### config.mk
export PLATFORM = sky130hd
export DESIGN_NAME = indexed_shift_list_unit
export DESIGN_NICKNAME = d
export VERILOG_FILES = /design/src/rtl/isl_pkg.sv /design/src/rtl/isl_ram.sv /design/src/rtl/isl_ctrl.sv /design/src/rtl/indexed_shift_list_unit.sv
export VERILOG_INCLUDE_DIRS = /design/src /design/src/rtl
export SDC_FILE = /design/constraint.sdc
export NUM_CORES = 1
export LEC_CHECK = 0
export BUFFER_PORTS_ARGS = -buffer_cell sky130_fd_sc_hd__buf_2
export CORE_MARGIN = 2
export CORE_UTILIZATION = 40
export CTS_CLUSTER_DIAMETER = 30
export CTS_CLUSTER_SIZE = 24
export DETAILED_ROUTE_END_ITERATION = 8
export GPL_TIMING_DRIVEN = 1
export HOLD_SLACK_MARGIN = 0.05
export SYNTH_ARGS = -nofsm -noshare
export SYNTH_HDL_FRONTEND = slang
export SYNTH_SLANG_ARGS = --single-unit
### constraint.sdc
create_clock -name clk -period 5.6 [get_ports clk]
set_input_delay 0 -clock clk [delete_from_list [all_inputs] [get_ports clk]]
set_output_delay 0 -clock clk [all_outputs]
set_load 0.1 [all_outputs]
### src/rtl/indexed_shift_list_unit_macros.svh
// Assertion helpers; empty when SYNTHESIS is defined.
`ifndef INDEXED_SHIFT_LIST_UNIT_MACROS_SVH
`define INDEXED_SHIFT_LIST_UNIT_MACROS_SVH

`ifndef SYNTHESIS

`define ISL_ASSERT_IMPLIES(label, clk, rst, cond, prop) \
  label: assert property (@(posedge clk) disable iff (rst) (cond) |-> (prop)) \
    else $error("isl: same-cycle check failed");

`define ISL_ASSERT_NEXT(label, clk, rst, cond, prop) \
  label: assert property (@(posedge clk) disable iff (rst) (cond) |=> (prop)) \
    else $error("isl: next-cycle check failed");

`else

`define ISL_ASSERT_IMPLIES(label, clk, rst, cond, prop)

`define ISL_ASSERT_NEXT(label, clk, rst, cond, prop)

`endif

`endif

### src/rtl/isl_pkg.sv
package isl_pkg;

  localparam int DEPTH     = 16;
  localparam int WORD_BITS = 32;

  localparam int ADDR_W = (DEPTH > 1) ? $clog2(DEPTH) : 1;
  localparam int LEN_W  = $clog2(DEPTH + 1);

  // fixed field widths
  localparam int KIND_W = 3;
  localparam int IDX_W  = 5;
  localparam int ITEM_W = 32;
  localparam int DATA_W = 32;
  localparam int CNT_W  = 5;

  localparam int CMP_W = (IDX_W > LEN_W) ? IDX_W : LEN_W;

  localparam int IN_TDATA_W  = ((IDX_W + ITEM_W + 7) / 8) * 8;
  localparam int OUT_TDATA_W = ((DATA_W + CNT_W + 7) / 8) * 8;

  typedef enum logic [KIND_W-1:0] {
    KIND_GET    = 3'd0,
    KIND_SET    = 3'd1,
    KIND_APPEND = 3'd2,
    KIND_INSERT = 3'd3,
    KIND_REMOVE = 3'd4
  } kind_t;

  typedef struct packed {
    kind_t                kind;
    logic [IDX_W-1:0]     pos;
    logic [WORD_BITS-1:0] word;
  } req_t;

  typedef struct packed {
    logic                 we;
    logic [ADDR_W-1:0]    waddr;
    logic [WORD_BITS-1:0] wdata;
    logic [ADDR_W-1:0]    raddr;
  } ram_req_t;

  typedef struct packed {
    logic              valid;
    logic [DATA_W-1:0] data;
    logic              ok;
    logic [CNT_W-1:0]  count;
  } res_t;

endpackage

### src/rtl/isl_ram.sv
module isl_ram #(
  parameter int WIDTH = 32,
  parameter int DEPTH = 16,
  parameter int AW    = (DEPTH > 1) ? $clog2(DEPTH) : 1
) (
  input  logic             clk,
  input  logic             we,
  input  logic [AW-1:0]    waddr,
  input  logic [WIDTH-1:0] wdata,
  input  logic [AW-1:0]    raddr,
  output logic [WIDTH-1:0] rdata
);

  logic [WIDTH-1:0] mem [DEPTH];

  always_ff @(posedge clk) begin
    if (we) begin
      mem[waddr] <= wdata;
    end
    rdata <= mem[raddr];
  end

endmodule

### src/rtl/isl_ctrl.sv
`include "indexed_shift_list_unit_macros.svh"

module isl_ctrl
  import isl_pkg::*;
(
  input  logic                 clk,
  input  logic                 rst,
  input  logic                 req_valid,
  output logic                 req_ready,
  input  req_t                 req,
  output ram_req_t             ram,
  input  logic [WORD_BITS-1:0] ram_rdata,
  output res_t                 res,
  input  logic                 res_ready
);

  typedef enum logic [5:0] {
    ST_IDLE     = 6'b000001,
    ST_RDUSE    = 6'b000010,
    ST_SHIFT_RD = 6'b000100,
    ST_SHIFT_WR = 6'b001000,
    ST_PUT      = 6'b010000,
    ST_FINISH   = 6'b100000
  } state_t;

  state_t               state, state_next;
  logic [LEN_W-1:0]     length, length_next;
  logic [LEN_W-1:0]     cur, cur_next;
  logic [WORD_BITS-1:0] res_data, res_data_next;
  logic                 res_ok, res_ok_next;
  kind_t                req_kind;
  logic [IDX_W-1:0]     req_pos;
  logic [WORD_BITS-1:0] req_item;

  logic [CMP_W-1:0] len_e, in_pos_e, req_pos_e;
  logic             full;
  logic             accept;

  assign len_e     = CMP_W'(length);
  assign in_pos_e  = CMP_W'(req.pos);
  assign req_pos_e = CMP_W'(req_pos);
  assign full      = (length == LEN_W'(DEPTH));
  assign req_ready = (state == ST_IDLE);
  assign accept    = req_valid && req_ready;

  always_comb begin
    state_next    = state;
    length_next   = length;
    cur_next      = cur;
    res_data_next = res_data;
    res_ok_next   = res_ok;
    ram           = '0;
    res.valid     = 1'b0;
    res.data      = DATA_W'(res_data);
    res.ok        = res_ok;
    res.count     = CNT_W'(length);

    unique case (state)
      ST_IDLE: begin
        if (req_valid) begin
          res_ok_next   = 1'b0;
          res_data_next = '0;
          state_next    = ST_FINISH;
          case (req.kind)
            KIND_GET, KIND_SET, KIND_REMOVE: begin
              if (in_pos_e < len_e) begin
                // read issued now, word is back in RDUSE
                ram.raddr   = ADDR_W'(req.pos);
                res_ok_next = 1'b1;
                state_next  = ST_RDUSE;
              end
            end
            KIND_APPEND: begin
              if (!full) begin
                ram.we      = 1'b1;
                ram.waddr   = ADDR_W'(length);
                ram.wdata   = req.word;
                length_next = length + 1'b1;
                res_ok_next = 1'b1;
              end
            end
            KIND_INSERT: begin
              if (in_pos_e <= len_e && !full) begin
                res_ok_next = 1'b1;
                cur_next    = length;
                state_next  = (in_pos_e == len_e) ? ST_PUT : ST_SHIFT_RD;
              end
            end
            default: begin
            end
          endcase
        end
      end

      ST_RDUSE: begin
        res_data_next = ram_rdata;
        state_next    = ST_FINISH;
        case (req_kind)
          KIND_SET: begin
            ram.we    = 1'b1;
            ram.waddr = ADDR_W'(req_pos);
            ram.wdata = req_item;
          end
          KIND_REMOVE: begin
            cur_next = LEN_W'(req_pos);
            if (req_pos_e < len_e - 1'b1) begin
              state_next = ST_SHIFT_RD;
            end else begin
              length_next = length - 1'b1;
            end
          end
          default: begin
          end
        endcase
      end

      ST_SHIFT_RD: begin
        // insert walks down from the tail, remove walks up from the hole
        ram.raddr  = (req_kind == KIND_INSERT) ? ADDR_W'(cur - 1'b1) : ADDR_W'(cur + 1'b1);
        state_next = ST_SHIFT_WR;
      end

      ST_SHIFT_WR: begin
        ram.we    = 1'b1;
        ram.waddr = ADDR_W'(cur);
        ram.wdata = ram_rdata;
        if (req_kind == KIND_INSERT) begin
          cur_next   = cur - 1'b1;
          state_next = (CMP_W'(cur - 1'b1) == req_pos_e) ? ST_PUT : ST_SHIFT_RD;
        end else begin
          cur_next = cur + 1'b1;
          if (CMP_W'(cur + 1'b1) < len_e - 1'b1) begin
            state_next = ST_SHIFT_RD;
          end else begin
            length_next = length - 1'b1;
            state_next  = ST_FINISH;
          end
        end
      end

      ST_PUT: begin
        ram.we      = 1'b1;
        ram.waddr   = ADDR_W'(req_pos);
        ram.wdata   = req_item;
        length_next = length + 1'b1;
        state_next  = ST_FINISH;
      end

      ST_FINISH: begin
        res.valid = 1'b1;
        if (res_ready) begin
          state_next = ST_IDLE;
        end
      end

      default: begin
        state_next = ST_IDLE;
      end
    endcase
  end

  always_ff @(posedge clk) begin
    if (rst) begin
      state  <= ST_IDLE;
      length <= '0;
    end else begin
      state  <= state_next;
      length <= length_next;
    end
  end

  always_ff @(posedge clk) begin
    cur      <= cur_next;
    res_data <= res_data_next;
    res_ok   <= res_ok_next;
    if (accept) begin
      req_kind <= req.kind;
      req_pos  <= req.pos;
      req_item <= req.word;
    end
  end

  `ISL_ASSERT_IMPLIES(a_len_max, clk, rst, 1'b1, length <= LEN_W'(DEPTH))
  `ISL_ASSERT_IMPLIES(a_wr_in_list, clk, rst, ram.we, LEN_W'(ram.waddr) <= length)
  `ISL_ASSERT_NEXT(a_fail_direct, clk, rst, accept && !res_ok_next,
                   state == ST_FINISH && length == $past(length))

endmodule

### src/rtl/indexed_shift_list_unit.sv
// Append and failed requests go from IDLE straight to FINISH; get, set and remove read
// in RDUSE; insert and remove add a SHIFT_RD/SHIFT_WR pair per moved entry, and insert
// writes the new item in PUT. One request at a time; a shift moves each entry through
// the RAM's read and write ports. The next beat is taken once the result enters the
// output register, even while that result still waits. Synchronous active-high reset
// empties the list; the word store itself is not cleared.
`include "indexed_shift_list_unit_macros.svh"

module indexed_shift_list_unit
  import isl_pkg::*;
(
  input  logic                   clk,
  input  logic                   rst,
  input  logic                   s_tvalid,
  output logic                   s_tready,
  input  logic [IN_TDATA_W-1:0]  s_tdata,  // index[4:0], item[36:5], zero fill
  input  logic [KIND_W-1:0]      s_tuser,  // kind[2:0]
  output logic                   m_tvalid,
  input  logic                   m_tready,
  output logic [OUT_TDATA_W-1:0] m_tdata,  // data[31:0], count[36:32], zero fill
  output logic                   m_tuser   // ok
);

  req_t                 req;
  ram_req_t             ram;
  logic [WORD_BITS-1:0] ram_rdata;
  res_t                 res;
  logic                 res_ready;
  logic [DATA_W-1:0]    out_data;
  logic [CNT_W-1:0]     out_count;
  logic                 out_ok;

  logic [ITEM_W-1:0] in_item;

  assign in_item  = s_tdata[IDX_W +: ITEM_W];
  assign req.kind = kind_t'(s_tuser);
  assign req.pos  = s_tdata[IDX_W-1:0];
  assign req.word = WORD_BITS'(in_item);

  isl_ctrl u_ctrl (
    .clk       (clk),
    .rst       (rst),
    .req_valid (s_tvalid),
    .req_ready (s_tready),
    .req       (req),
    .ram       (ram),
    .ram_rdata (ram_rdata),
    .res       (res),
    .res_ready (res_ready)
  );

  isl_ram #(
    .WIDTH (WORD_BITS),
    .DEPTH (DEPTH)
  ) u_ram (
    .clk   (clk),
    .we    (ram.we),
    .waddr (ram.waddr),
    .wdata (ram.wdata),
    .raddr (ram.raddr),
    .rdata (ram_rdata)
  );

  assign res_ready = !m_tvalid || m_tready;

  always_ff @(posedge clk) begin
    if (rst) begin
      m_tvalid <= 1'b0;
    end else if (res.valid && res_ready) begin
      m_tvalid <= 1'b1;
    end else if (m_tready) begin
      m_tvalid <= 1'b0;
    end
  end

  always_ff @(posedge clk) begin
    if (res.valid && res_ready) begin
      out_data  <= res.data;
      out_count <= res.count;
      out_ok    <= res.ok;
    end
  end

  assign m_tdata = OUT_TDATA_W'({out_count, out_data});
  assign m_tuser = out_ok;

  `ISL_ASSERT_IMPLIES(a_fail_zero, clk, rst, m_tvalid && !m_tuser, m_tdata[DATA_W-1:0] == '0)
  `ISL_ASSERT_NEXT(a_no_drop, clk, rst, m_tvalid && !m_tready,
                   m_tvalid && $stable(m_tdata) && $stable(m_tuser))

endmodule

== After elaboration in Yosys (flattened, before gate mapping) ==
Memory sizes are Yosys's and may differ from the RTL's. A register that Yosys moved wholly into a read port is not among the register bits.
Cells that the tools add are included.
Storage, ports and cells
  register bits: 128
  memories: 1
  word-level logic and storage cells: 110
  RAM bits: 512
  input bits: 47
Memories
  u_ram.mem: words 16, width 32, rd ports 1, clocked after memory_dff 1, write ports 1, RTL line isl_ram.sv:14  | logic [WIDTH-1:0] mem [DEPTH];
Operators by class
  add/sub/neg operators: 4
  magnitude comparators: 4
  equal/unequal tests: 26
  reduce and logical (&&, ||, !) cells: 17
  muxes and demuxes: 46
Operator list (count)
  $pmux 37 s4: 1
  $mux 37: 3
  $mux 5: 14
  $pmux 32 s2: 1
  $mux 6: 8
  $mux 41: 1
  $pmux 6 s6: 1
  $mux 32: 1
  $ne 2x2->1 const B: 10
  $pmux 5 s4: 1
  $lt 5x5->1: 3
  $pmux 5 s3: 1
  $mux 4: 3
  $pmux 6 s2: 1
  $add 5x1->5 const B: 2
  $eq 5x5->1: 2
  $sub 5x1->5 const B: 2
  $eq 3x2->1 const B: 3
  $mux 1: 8
  $pmux 4 s2: 1
  $reduce_and 8->1: 1
  $eq 3x1->1 const B: 2
  $eq 3x3->1 const B: 2
  $eq 6x1->1 const B: 1
  18 further kinds: 24

== Depth between registers and ports, before layout ==
  depth in word-level cells: 7
  gate-level depth with buffers: 13
  gate-level depth less buffers: 12

== Hierarchy ==
From an unflattened synthesis, not the netlist that was laid out.
Unflattened totals
  cells, all modules: 1290
  area, all modules: 25730.9 sq um
By module, submodules not included
  isl_ram: area each 19835.3 sq um, cells each 838, times used 1
  isl_ctrl: area each 4673.2 sq um, cells each 405, times used 1
  indexed_shift_list_unit: area each 1222.4 sq um, cells each 47, times used 1

== Worst setup path after synthesis ==
Ideal clock, no wire load.
  path type: reg-to-reg
  from: register u_ctrl.length[0], in the netlist u_ctrl.len_e[0]
  to: memory u_ram.mem[3][0] (enable)
  clock period less this slack: 4.137 ns
  arrival time: 3.716 ns
  cell stages (with the launch flop): 10
  required time: 5.179 ns
  buffers on the path: 1
  library setup time: 0.421 ns
  path slack: 1.463 ns
  path through: dfxtp_1 clkbuf_1 inv_1 ha_1 nor3b_1 and2_1 nor3_1 a222oi_1 or2_2 nor2_1
On the way
  longest elaborated chain between the ends: 7
Ends and longest elaborated chain
  start, declared: RTL line isl_ctrl.sv:27  | logic [LEN_W-1:0] length, length_next;
  start signal, assigned: RTL line isl_ctrl.sv:168  | length <= length_next;
  $eq 5x5->1: RTL line isl_ctrl.sv:42  | assign full = (length == LEN_W'(DEPTH));
  $mux 37 (*): RTL line isl_ctrl.sv:74  | if (!full) begin
  $mux 37 (*): RTL line isl_ctrl.sv:64  | case (req.kind)
  $mux 41 (*): RTL line isl_ctrl.sv:60  | if (req_valid) begin
  $pmux 37 s4 (*): RTL line isl_ctrl.sv:58  | unique case (state)
  $mux 1: RTL line isl_ram.sv:17  | if (we) begin
  $mux 1 (not written as such): RTL line isl_ram.sv:18  | mem[waddr] <= wdata;
  end, declared: RTL line isl_ram.sv:14
Every way passes the cells marked *; elsewhere a longest branch is shown, timed or not.

== Worst setup path in the final report ==
  from: register u_ctrl.length[1], in the netlist u_ctrl.len_e[1]
  to: memory u_ram.mem[15][13] (enable)
Same word-level chain as after synthesis.

==> metrics.md <==
| Metric | Value |
|---|---|
| Outcome | `complete, no violations` |
| Post-synth top area share | `69.3%` |
| Max_cap viols | `0` |
| Worst-Margin Slew | `1.13 ns` |
| Total chip power | `13.7 mW` |
| Required time worst endpoint | `5.96 ns` |
| Die X | `265 µm` |
| Kind of critical path | `flip-flop to flip-flop` |
| Hold buffer count at cts | `46` |
| Vias | `17000` |
| Multiplexer share of the synthesized area | `0.189%` |
| Simple-Gate Fraction of Synth Area | `9.23%` |
| Clock Skews | `0.0234 ns` |
| CTS tree | `done` |
| Post-synth ARST share | `0%` |
| Site Rows | `95` |
| Relative slew slack | `24.5%` |
| Arr. time, crit path | `4.62 ns` |
| Clock sinks | `672` |
| Unrepaired setup endpoints after global routing | `no` |
| Routed Antenna Nets | `0` |
| Gr usage total | `19.7%` |
| First-pass GRT wire length | `104 mm` |
| I/O Buffers | `83` |
| Clk_lat worst skew | `0.68 ns` |
| Postcts setup bufs | `0` |
| Number of global-route vias before repair | `16800` |
| Layout cells sized above 1 | `17.9%` |
| Synth area leaders | `edfxtp_1 69%, a211oi_1 6.2%, and3_1 5.2%, dfxtp_1 3.2%, a222oi_1 1.3%` |
| Hold Slack | `0.0674 ns` |
| Starting density of the core | `40.4%` |
| Area Growth Syn to Fin | `21.9%` |
| Synth cell types | `58` |
| Startpoint types | `flip-flop` |
| Die Height | `265 µm` |
| Cell with the most instances after synthesis | `edfxtp_1` |
| Setup_tns | `0 ns` |
| Via density per instance | `5.75` |
| Area leader, netlist | `edfxtp_1` |
| Routed WL | `69.4 mm` |
| Largest net degree at the start of global routing | `193` |
| Synth cell count leaders | `628 x edfxtp_1, 227 x and3_1, 226 x a211oi_1, 86 x clkbuf_1, 74 x nand2_1` |
| Diodes inserted | `0` |
| DRC viols | `0` |
| Syn Std Cell Area | `27200 µm²` |
| Max H-tree Level | `3` |
| Count of final setup violators | `0` |
| Critical Path Fanout Max | `36` |
| Hold Violations, Final | `0` |
| Synthesized flop and latch total | `672` |
| Xor/xnor cell area share of the yosys netlist | `0.612%` |
| Syn avg cell area | `14.8 µm²` |
| Period utilization | `76.1%` |
| Clock-pin transition on the worst setup and hold timing paths | `0.05 ns` |
| Core area | `67300 µm²` |
| Register area share after synthesis | `72.6%` |
| First-iteration detailed-routing DRC count | `1948` |
| Routability congestion estimate | `0.827` |
| Peak supply drop | `0.246 mV` |
| Worst-case clock buffer depth | `3` |
| FMAX | `235 MHz` |
| Power Density | `412 nW/µm²` |
| CTS Buf Count | `118` |
| Initial DRT Pass Iterations | `7` |
| Slew Viols, Final | `0` |
| Number of enable flip-flop cells after synthesis | `628` |
| Pleak | `11.0 nW` |
| Post_cts resized | `0` |
| Gr ovfl total | `0` |
| Antenna violations before repair | `1` |
| Adder-Cell Fraction of Synth Area | `0.727%` |
| HP Class | `input port to flip-flop` |
| Main combinational cell family by area after synthesis | `compound AO/OA/AOI/OAI gates` |
| Worst Setup End Kind | `flip-flop` |
| Die area | `70100 µm²` |
| Final nets | `2045` |
| Cell count after synthesis | `1835` |
| Minimum clock period after layout | `4.26 ns` |
| Synth Flop Type | `edfxtp_1` |
| Post-detail-place hpwl | `37.0 mm` |
| Root Buffer | `clkbuf_16` |
| YS warnings | `0` |
| I/O pins | `90` |
| Post-synthesis compound-gate area fraction | `12.9%` |
| WL/cell | `23.5 µm` |
==> layout make-up <==
class	instances	area, µm²
Multi-Input combinational cell	966	6670
Tap cell	873	1090
Fill cell	5586	34100
Sequential cell	672	19700
Inverter	46	173
Timing Repair Buffer	179	1300
Clock buffer	139	3090
Clock inverter	85	1090
==> per-layer routing <==
| layer | vias to the layer above | wire length, µm | track usage (%) |
|---|---|---|---|
| met2 | 694 | 32900 | 31.6 |
| met4 | 0 | 1430 | 6.70 |
| met1 | 8555 | 29700 | 26.8 |
| met5 | - | 0 | 0 |
| met3 | 100 | 5390 | 3.98 |
| li1 | 7659 | - | - |
==> state kept, by name (all words and copies together), names as in the netlist <==
| register | flops |
|---|---|
| u_ctrl.req_item | 32 |
| out_count | 5 |
| u_ctrl.req_pos | 5 |
| m_tuser | 1 |
| u_ctrl.cur | 5 |
| u_ctrl.len_e | 5 |
| u_ram.rdata | 32 |
| u_ctrl.req_kind | 3 |
| u_ctrl.state | 6 |
| u_ram.mem | 512 |
| u_ctrl.res_data | 32 |
| out_data | 32 |
| u_ctrl.res_ok | 1 |
| m_tvalid | 1 |
==> power by group <==
part	internal, mW	total [mW]	switching [mW]
combinational	0.187	0.601	0.414
sequential	5.60	5.67	0.0723
clock	4.86	7.38	2.52
total	10.6	13.7	3.01
==> cells by family (layout without fill, tap and decap cells) <==
family                   count (synthesis)  in the layout
flip-flops                             672            672
XOR/XNOR                                19             19
adder cells (fa/ha/maj)                 16             16
buffers and inverters                  199            449
multiplexers                             5              5
other                                    1              3
AND/OR/NAND/NOR                        440            440
AO/OA/AOI/OAI                          483            483
==> worst paths after layout <==
| path | from | endpoint | slack [ns] | depth (start not counted) |
|---|---|---|---|---|
| setup / recovery | u_ctrl.len_e[1]$_SDFFE_PP0P_ | u_ram.mem[15][13]$_DFFE_PP_ | 1.34 | 10 |
| hold / removal | s_tdata[29] | u_ctrl.req_item[24]$_DFFE_PP_ | 0.07 | 2 |
| setup reg to reg | u_ctrl.len_e[1]$_SDFFE_PP0P_ | u_ram.mem[15][13]$_DFFE_PP_ | 1.34 | 10 |
| hold reg to reg | u_ctrl.res_data[25]$_SDFFCE_PN0P_ | out_data[25]$_DFFE_PP_ | 0.42 | 0 |
==> layout by cell type, fill, tap and decap left out, types with 16 or more instances in the layout <==
master / count
edfxtp_1: 628
and3_1: 226
a211oi_1: 226
clkbuf_16: 119
buf_2: 83
nand2_1: 74
o21ai_0: 64
dlygate4sd3_1: 46
buf_4: 46
inv_1: 45
dfxtp_1: 44
o21ai_1: 43
a222oi_1: 36
and2_1: 35
a31oi_1: 32
o2111a_1: 32
nor2_1: 21
bufinv_16: 19
clkinv_2: 17
a21oi_1: 16
nor2_4: 16
clkbuf_1: 16
==> metrics by stage <==
stage / instance area [µm²] / util, % / std cells / setup slack (ns)
CTS: 33200 / 49.3 / 2960 / 1.33
floorplan: 27200 / - / 1837 / 1.46
finish: 33200 / 49.3 / 2960 / 1.34
detailed placement: 28500 / 42.4 / 2690 / 1.35
global route: 33200 / 49.3 / 2960 / 1.17
global placement: 28500 / 42.4 / 2690 / 1.43
==> worst max-delay path, cell delays in order (launching register included) <==
cell      delay, ns
dfxtp_1        0.58
inv_1          0.12
ha_1           0.25
nor3b_1        0.18
and2_1         0.24
nor3_2         0.16
buf_4          0.51
a222oi_1       0.23
or2_2          0.46
nor2_4         0.88
buf_4          0.33
Note: power is estimated with default switching activity, not from simulation.
